**src/rtl/rlcfd_pkg.sv**
```systemverilog
// Package for the RGB LED chain frame driver.
// Holds chain size, field widths, item opcodes and frame byte constants.
// No dependencies.
`default_nettype none

package rlcfd_pkg;

    localparam int LED_COUNT   = 3;
    localparam int LED_W       = (LED_COUNT > 1) ? $clog2(LED_COUNT) : 1;
    localparam int START_BYTES = 4;
    localparam int END_BYTES   = 4;

    localparam int OPCODE_W    = 2;
    localparam int BYTE_W      = 8;
    localparam int BRIGHT_W    = 5;
    localparam int COLOUR_W    = 3 * BYTE_W;
    localparam int PADDR_W     = 3;
    localparam int PDATA_W     = 32;

    localparam logic [OPCODE_W-1:0] OP_SAMPLE    = 2'd0;
    localparam logic [OPCODE_W-1:0] OP_COLOUR_SW = 2'd1;
    localparam logic [OPCODE_W-1:0] OP_LED_SW    = 2'd2;

    localparam logic [1:0] CH_RED   = 2'd0;
    localparam logic [1:0] CH_GREEN = 2'd1;
    localparam logic [1:0] CH_BLUE  = 2'd2;

    localparam logic [BYTE_W-1:0]   HEADER_MARK     = 8'hE0;
    localparam logic [BYTE_W-1:0]   START_BYTE      = 8'h00;
    localparam logic [BYTE_W-1:0]   END_BYTE        = 8'hFF;
    localparam logic [BRIGHT_W-1:0] BRIGHT_RESET    = 5'd1;
    localparam logic                REG_BRIGHTNESS  = 1'b0;

endpackage

`default_nettype wire

```
**src/rtl/rgb_led_chain_frame_driver.sv**
```systemverilog
// RGB LED chain frame driver: colour store, selection state and frame sequencer; uses rlcfd_pkg.
// Switch-edge items are taken with no output; ready stays high.
// A sample item updates the colour store in the write state, then emits 4 + 4*LED_COUNT + 4
// bytes (20 for three LEDs), one per cycle while the sink is ready.
// Input ready stays low from a sample item until its frame's last byte is registered for output.
// Reset clears all colours, selections and toggles and sets brightness to 1.
`default_nettype none

module rgb_led_chain_frame_driver (
    input  wire                               clk,
    input  wire                               rst_n,
    input  wire                               s_tvalid,
    output logic                              s_tready,
    input  wire  [rlcfd_pkg::BYTE_W-1:0]      s_tdata,   // [7:0] sample_value
    input  wire  [rlcfd_pkg::OPCODE_W-1:0]    s_tuser,   // [1:0] opcode
    output logic                              m_tvalid,
    input  wire                               m_tready,
    output logic [rlcfd_pkg::BYTE_W-1:0]      m_tdata,   // [7:0] spi_byte
    output logic                              m_tlast,
    input  wire                               psel,
    input  wire                               penable,
    input  wire                               pwrite,
    input  wire  [rlcfd_pkg::PADDR_W-1:0]     paddr,
    input  wire  [rlcfd_pkg::PDATA_W-1:0]     pwdata,
    output logic [rlcfd_pkg::PDATA_W-1:0]     prdata,
    output logic                              pready
);

    import rlcfd_pkg::*;

    typedef enum logic [1:0] {ST_IDLE, ST_WRITE, ST_EMIT} state_t;
    typedef enum logic [1:0] {PH_START, PH_LED, PH_END} phase_t;

    state_t                state_reg,      state_next;
    phase_t                phase_reg,      phase_next;
    logic [1:0]            sub_reg,        sub_next;
    logic [LED_W-1:0]      led_cnt_reg,    led_cnt_next;
    logic [LED_W-1:0]      sel_led_reg,    sel_led_next;
    logic [1:0]            sel_ch_reg,     sel_ch_next;
    logic                  ch_tog_reg,     ch_tog_next;
    logic                  led_tog_reg,    led_tog_next;
    logic [BYTE_W-1:0]     sample_reg,     sample_next;
    logic [BRIGHT_W-1:0]   bright_reg,     bright_next;
    logic [COLOUR_W-1:0]   colours_reg [LED_COUNT];
    logic [COLOUR_W-1:0]   colours_next [LED_COUNT];
    logic                  m_tvalid_reg,   m_tvalid_next;
    logic [BYTE_W-1:0]     m_tdata_reg,    m_tdata_next;
    logic                  m_tlast_reg,    m_tlast_next;

    logic                  in_accept;
    logic                  slot_free;
    logic                  cfg_write;
    logic [COLOUR_W-1:0]   led_word;
    logic [BYTE_W-1:0]     sel_byte;
    logic                  led_last;

    assign s_tready  = (state_reg == ST_IDLE);
    assign in_accept = s_tvalid && s_tready;
    assign slot_free = !m_tvalid_reg || m_tready;
    assign cfg_write = psel && penable && pwrite && pready;
    assign led_last  = (led_cnt_reg == LED_W'(LED_COUNT - 1));

    assign m_tvalid = m_tvalid_reg;
    assign m_tdata  = m_tdata_reg;
    assign m_tlast  = m_tlast_reg;
    assign pready   = 1'b1;
    assign prdata   = (paddr[2] == REG_BRIGHTNESS)
                    ? {{(PDATA_W-BRIGHT_W){1'b0}}, bright_reg} : '0;

    // Shared byte selector for the LED slot.
    assign led_word = colours_reg[led_cnt_reg];
    always_comb
    begin
        case (sub_reg)
            2'd0:    sel_byte = HEADER_MARK | {{(BYTE_W-BRIGHT_W){1'b0}}, bright_reg};
            2'd1:    sel_byte = led_word[7:0];
            2'd2:    sel_byte = led_word[15:8];
            default: sel_byte = led_word[23:16];
        endcase
    end

    always_comb
    begin
        state_next    = state_reg;
        phase_next    = phase_reg;
        sub_next      = sub_reg;
        led_cnt_next  = led_cnt_reg;
        sel_led_next  = sel_led_reg;
        sel_ch_next   = sel_ch_reg;
        ch_tog_next   = ch_tog_reg;
        led_tog_next  = led_tog_reg;
        sample_next   = sample_reg;
        bright_next   = bright_reg;
        colours_next  = colours_reg;
        m_tvalid_next = m_tvalid_reg && !m_tready;
        m_tdata_next  = m_tdata_reg;
        m_tlast_next  = m_tlast_reg;

        if (cfg_write && paddr[2] == REG_BRIGHTNESS)
        begin
            bright_next = pwdata[BRIGHT_W-1:0];
        end

        case (state_reg)
            ST_IDLE:
            begin
                if (in_accept)
                begin
                    case (s_tuser)
                        OP_SAMPLE:
                        begin
                            sample_next = s_tdata;
                            state_next  = ST_WRITE;
                        end
                        OP_COLOUR_SW:
                        begin
                            ch_tog_next = !ch_tog_reg;
                            if (!ch_tog_reg)
                            begin
                                sel_ch_next = (sel_ch_reg == CH_BLUE) ? CH_RED
                                                                      : sel_ch_reg + 2'd1;
                            end
                        end
                        OP_LED_SW:
                        begin
                            led_tog_next = !led_tog_reg;
                            if (!led_tog_reg)
                            begin
                                sel_led_next = (sel_led_reg == LED_W'(LED_COUNT - 1))
                                             ? '0 : sel_led_reg + LED_W'(1);
                            end
                        end
                        default:
                        begin
                            state_next = ST_IDLE;
                        end
                    endcase
                end
            end
            ST_WRITE:
            begin
                case (sel_ch_reg)
                    CH_RED:   colours_next[sel_led_reg][23:16] = sample_reg;
                    CH_GREEN: colours_next[sel_led_reg][15:8]  = sample_reg;
                    CH_BLUE:  colours_next[sel_led_reg][7:0]   = sample_reg;
                    default:  colours_next[sel_led_reg]        = colours_reg[sel_led_reg];
                endcase
                phase_next   = PH_START;
                sub_next     = 2'd0;
                led_cnt_next = '0;
                state_next   = ST_EMIT;
            end
            ST_EMIT:
            begin
                if (slot_free)
                begin
                    m_tvalid_next = 1'b1;
                    m_tlast_next  = 1'b0;
                    sub_next      = sub_reg + 2'd1;
                    case (phase_reg)
                        PH_START:
                        begin
                            m_tdata_next = START_BYTE;
                            if (sub_reg == 2'(START_BYTES - 1))
                            begin
                                phase_next = PH_LED;
                            end
                        end
                        PH_LED:
                        begin
                            m_tdata_next = sel_byte;
                            if (sub_reg == 2'd3)
                            begin
                                if (led_last)
                                begin
                                    led_cnt_next = '0;
                                    phase_next   = PH_END;
                                end
                                else
                                begin
                                    led_cnt_next = led_cnt_reg + LED_W'(1);
                                end
                            end
                        end
                        default:
                        begin
                            m_tdata_next = END_BYTE;
                            if (sub_reg == 2'(END_BYTES - 1))
                            begin
                                m_tlast_next = 1'b1;
                                state_next   = ST_IDLE;
                            end
                        end
                    endcase
                end
            end
            default:
            begin
                state_next = ST_IDLE;
            end
        endcase
    end

    always_ff @(posedge clk or negedge rst_n)
    begin
        if (!rst_n)
        begin
            state_reg    <= ST_IDLE;
            phase_reg    <= PH_START;
            sub_reg      <= 2'd0;
            led_cnt_reg  <= '0;
            sel_led_reg  <= '0;
            sel_ch_reg   <= CH_RED;
            ch_tog_reg   <= 1'b0;
            led_tog_reg  <= 1'b0;
            sample_reg   <= '0;
            bright_reg   <= BRIGHT_RESET;
            m_tvalid_reg <= 1'b0;
            m_tdata_reg  <= '0;
            m_tlast_reg  <= 1'b0;
            for (int i = 0; i < LED_COUNT; i++)
            begin
                colours_reg[i] <= '0;
            end
        end
        else
        begin
            state_reg    <= state_next;
            phase_reg    <= phase_next;
            sub_reg      <= sub_next;
            led_cnt_reg  <= led_cnt_next;
            sel_led_reg  <= sel_led_next;
            sel_ch_reg   <= sel_ch_next;
            ch_tog_reg   <= ch_tog_next;
            led_tog_reg  <= led_tog_next;
            sample_reg   <= sample_next;
            bright_reg   <= bright_next;
            m_tvalid_reg <= m_tvalid_next;
            m_tdata_reg  <= m_tdata_next;
            m_tlast_reg  <= m_tlast_next;
            colours_reg  <= colours_next;
        end
    end

    a_last_is_end_byte: assert property (@(posedge clk) disable iff (!rst_n)
        m_tvalid && m_tlast |-> m_tdata == END_BYTE)
        else $error("last byte is not an end byte");

    a_channel_range: assert property (@(posedge clk) disable iff (!rst_n)
        sel_ch_reg == CH_RED || sel_ch_reg == CH_GREEN || sel_ch_reg == CH_BLUE)
        else $error("channel selection out of range");

    a_led_range: assert property (@(posedge clk) disable iff (!rst_n)
        sel_led_reg <= LED_W'(LED_COUNT - 1))
        else $error("LED selection out of range");

    a_write_then_emit: assert property (@(posedge clk) disable iff (!rst_n)
        state_reg == ST_WRITE |=> state_reg == ST_EMIT && phase_reg == PH_START)
        else $error("store update not followed by frame start");

    a_led_phase_index: assert property (@(posedge clk) disable iff (!rst_n)
        state_reg == ST_EMIT && phase_reg == PH_LED |-> led_cnt_reg <= LED_W'(LED_COUNT - 1))
        else $error("LED slot index out of range");

endmodule

`default_nettype wire

```
**config.mk**
```make
export PLATFORM = sky130hd
export DESIGN_NAME = rgb_led_chain_frame_driver
export DESIGN_NICKNAME = d
export VERILOG_FILES = /design/src/rtl/rlcfd_pkg.sv /design/src/rtl/rgb_led_chain_frame_driver.sv
export SDC_FILE = /design/constraint.sdc
export NUM_CORES = 1
export LEC_CHECK = 0
export ABC_CLOCK_PERIOD_IN_PS = 2200
export BUFFER_PORTS_ARGS = -buffer_cell sky130_fd_sc_hd__buf_2
export CORE_MARGIN = 2
export CORE_UTILIZATION = 35
export DETAILED_ROUTE_END_ITERATION = 16
export SLEW_MARGIN = 20
export SYNTH_ARGS = -nofsm -noshare
export SYNTH_HDL_FRONTEND = slang
export SYNTH_SLANG_ARGS = --single-unit
```
**constraint.sdc**
```tcl
create_clock -name clk -period 2.2 [get_ports clk]
set_input_delay 0.33 -clock clk [delete_from_list [all_inputs] [get_ports clk]]
set_output_delay 0.33 -clock clk [all_outputs]
set_load 0.02 [all_outputs]
```
==> flow_summary_export.csv <==
group,metric,value,unit
status,status,"complete, no violations",
worst_setup_path,worstPathCellList,"inv_1 -> ha_1 -> nor2b_1 -> o2bb2ai_1 -> a2111oi_0 -> buf_4 -> o21ai_0",
die,num_rows,45,
worst_setup_path,required,2430,ps
power,p_int,4.75,mW
die,die_h,130,um
clock_network,root_buffer,"clkbuf_16",
clock_network,worstSkewPairLatency,360,ps
die,core_region_area,0.0153,mm^2
finish,nets,573,
timing,finalCriticalPeriod,2010,ps
timing,tightest_slew,604,ps
logic_synthesis,netlist_area,0.00552,mm^2
timing,period_share,91.5,%
drt,wl_per_cell,16.7,um
timing,relSlewSlack,59.5,%
worst_setup_path,critPathSlowestCell,"a2111oi_0",
placed_design,dp_hpwl,8820,um
worst_setup_path,timing.critical_path.fanout_max,4,
clock_network,cts_max_level,3,
worst_setup_path,crit_arrival,2250,ps
logic_synthesis,ys.flop_type,"dfrtp_1",
drt,antenna_left,0,
timing,slew_violations,0,
global_routing,grt_max_degree,58,
timing,setup_viol,0,
logic_synthesis,postSynthRegisterBits,109,
worst_setup_path,crit_buf_inv,2,
clock_network,path_clk_slew,80,ps
logic_synthesis,synthCells,471,
logic_synthesis,synth_edf_count,0,
die,start_util,36.0,%
placed_design,io_buffers,38,
logic_synthesis,yosysWarningCount,0,
finish,nFillCells,1474,
worst_setup_path,cpPeakStageDelay,520,ps
global_routing,antenna_found_initial,0,
worst_setup_path,critPathTopFamily,"compound AO/OA/AOI/OAI gates",
timing,setup_tns,0,ps
power,pwr-share-clk,25.7,%
timing,finalClockSkew,8.37,ps
logic_synthesis,synth_area_per_cell,11.7,um^2
min_path,hp-class,"primary input to flip-flop",
clock_network,numCtsBuffers,9,
finish,final_common_cell,"dfrtp_1",
global_routing,grt_first_pass_wirelength,20300,um
power,p_leak,2.83,nW
worst_setup_path,startpoint_type,"flip-flop",
clock_network,hold_buffers,1,
power,p_comb_share,30.6,%
power,power_density,1160,mW/mm^2
logic_synthesis,ys_types,45,
drt,drc,0,
clock_network,cts_resized,0,
drt,drt-initial-drc-count,188,
finish,final_cell_mix,"dfrtp_1 (108), mux2_2 (80), buf_2 (37)",
global_routing,track_usage,15.7,%
die,ios,96,
job,maxCapViolCount,0,
clock_network,clockBufferDepth,2,
clock_network,cts_setup_buffers,0,
placed_design,pre_cts_slack,141,ps
clock_network,cts_tree,"yes",
timing,rsz0062_at_grt,"no",
die,die-area,0.0168,mm^2
placed_design,gp_congestion,0.846,
logic_synthesis,ys_seq_area_share,49.5,%
global_routing,grt-ovfl-total,0,
finish,final_layout_size_suffix_gt1_share,31.6,%
drt,dr.pass1.iters,4,
timing,worst_slack,186,ps
drt,routed_wl,12200,um
drt,vias_per_cell,5.12,
timing,finalHoldViolations,0,
finish,antenna_cells,0,
worst_setup_path,crit_path_end_kind,"flip-flop",
worst_setup_path,path_class,"flip-flop to flip-flop",
power,power.net_switching,2.55,mW
logic_synthesis,synthArstFlopShare,100,%
timing,max_clock_freq,497,MHz
power,pwr-share-seq,43.8,%
drt,vias,3736,
die,die_w,130,um
clock_network,cts_sinks,109,
finish,area_delta_synth_final,13.8,%
power,swShare,35.0,%
power,peakVddDrop,0.588,mV
global_routing,grt_pass1_vias,3785,
==> cell type report <==
type | instances | area (um^2) | area share, %
Inverter | 14 | 52.6 | 0.837
Multi-Input combinational cell | 321 | 2510 | 40.0
Sequential cell | 109 | 2730 | 43.5
Clock inverter | 7 | 120 | 1.91
Clock buffer | 9 | 225 | 3.59
Timing Repair Buffer | 59 | 378 | 6.02
Tap cell | 211 | 264 | 4.20
==> logic make-up (layout without fill, tap and decap cells) <==
family / count (synthesis) / count (layout) / share of synthesized area [%]
flops: 109 / 109 / 49.5
mux: 103 / 103 / 20.5
other cells: 2 / 28 / 0.136
compound gates: 95 / 95 / 12.2
fa+ha+maj: 7 / 7 / 1.59
xor+xnor: 2 / 2 / 0.318
simple gates: 86 / 86 / 9.00
buf+inv: 67 / 89 / 6.80
==> final timing paths <==
check / start / endpoint / slack, ps / depth (start not counted)
setup / recovery: sub_reg[0] / m_tdata[7] / 190 / 7
hold / removal: s_tdata[2] / sample_reg[2] / 200 / 2
setup reg to reg: sub_reg[0] / m_tdata[7] / 190 / 7
hold reg to reg: led_tog_reg / led_tog_reg / 470 / 1
max in group asynchronous: rst_n / bright_reg[0] / 1150 / 3
min in group asynchronous: rst_n / async pin / 430 / 2
==> worst reg2reg max path, stage by stage, from the launching register on <==
cell and delay, ps:
dfrtp_1 420, inv_1 110, ha_1 230, nor2b_1 180, o2bb2ai_1 160, a2111oi_0 520, buf_4 190, o21ai_0 80
==> through the flow <==
stage / hold WS (ps) / std cells / power, mW / area, um^2 / utilization [%]
final: 204 / 730 / 7.30 / 6280 / 41.0
after global routing: 199 / 730 / 7.78 / 6280 / 41.0
after CTS: 196 / 730 / 7.37 / 6280 / 41.0
after detailed placement: 270 / 713 / 5.47 / 5920 / 38.7
after global placement: 265 / 713 / 5.38 / 5920 / 38.7
after floorplan: 34.4 / 497 / 4.67 / 5610 / -
==> power groups by stage <==
stage                     Sequential (mW)  Clock, mW  Combinational [mW]
after floorplan                      2.99          0                1.67
after global placement               3.20          0                2.18
after detailed placement             3.23          0                2.24
after CTS                            3.20       1.91                2.25
after global routing                 3.29       2.01                2.48
final                                3.19       1.87                2.23
==> cells in the mapped netlist (2+ instances only) <==
master,number,area (um^2)
buf_2,6,30.0
mux2i_1,23,230
xnor2_1,2,17.5
buf_1,5,18.8
nand2_1,31,116
o221ai_1,8,70.1
nor2b_1,13,81.3
a22o_1,4,35.0
nor2_1,7,26.3
nand2_2,3,18.8
a221oi_1,5,43.8
ha_1,7,87.6
clkbuf_1,11,41.3
inv_1,14,52.6
a2111oi_0,3,26.3
dfrtp_1,108,2700
conb_1,2,7.51
nand2b_1,6,37.5
nand3_1,5,25.0
a21o_1,5,37.5
o2bb2ai_1,18,158
a221o_1,3,30.0
a2bb2oi_1,5,43.8
o21ai_0,28,140
nand3b_1,8,60.1
buf_4,31,233
nor3b_2,2,25.0
mux2_2,80,901
a21oi_1,12,60.1
==> metal layers <==
| layer | part of all wire, % | global-route usage [%] |
|---|---|---|
| met1 | 46 | 21.4 |
| met3 | 4.7 | 2.85 |
| met4 | 1.7 | 5.82 |
| met5 | 0 | 0 |
| met2 | 48 | 25.2 |
Power figures use the tool's default switching activity.
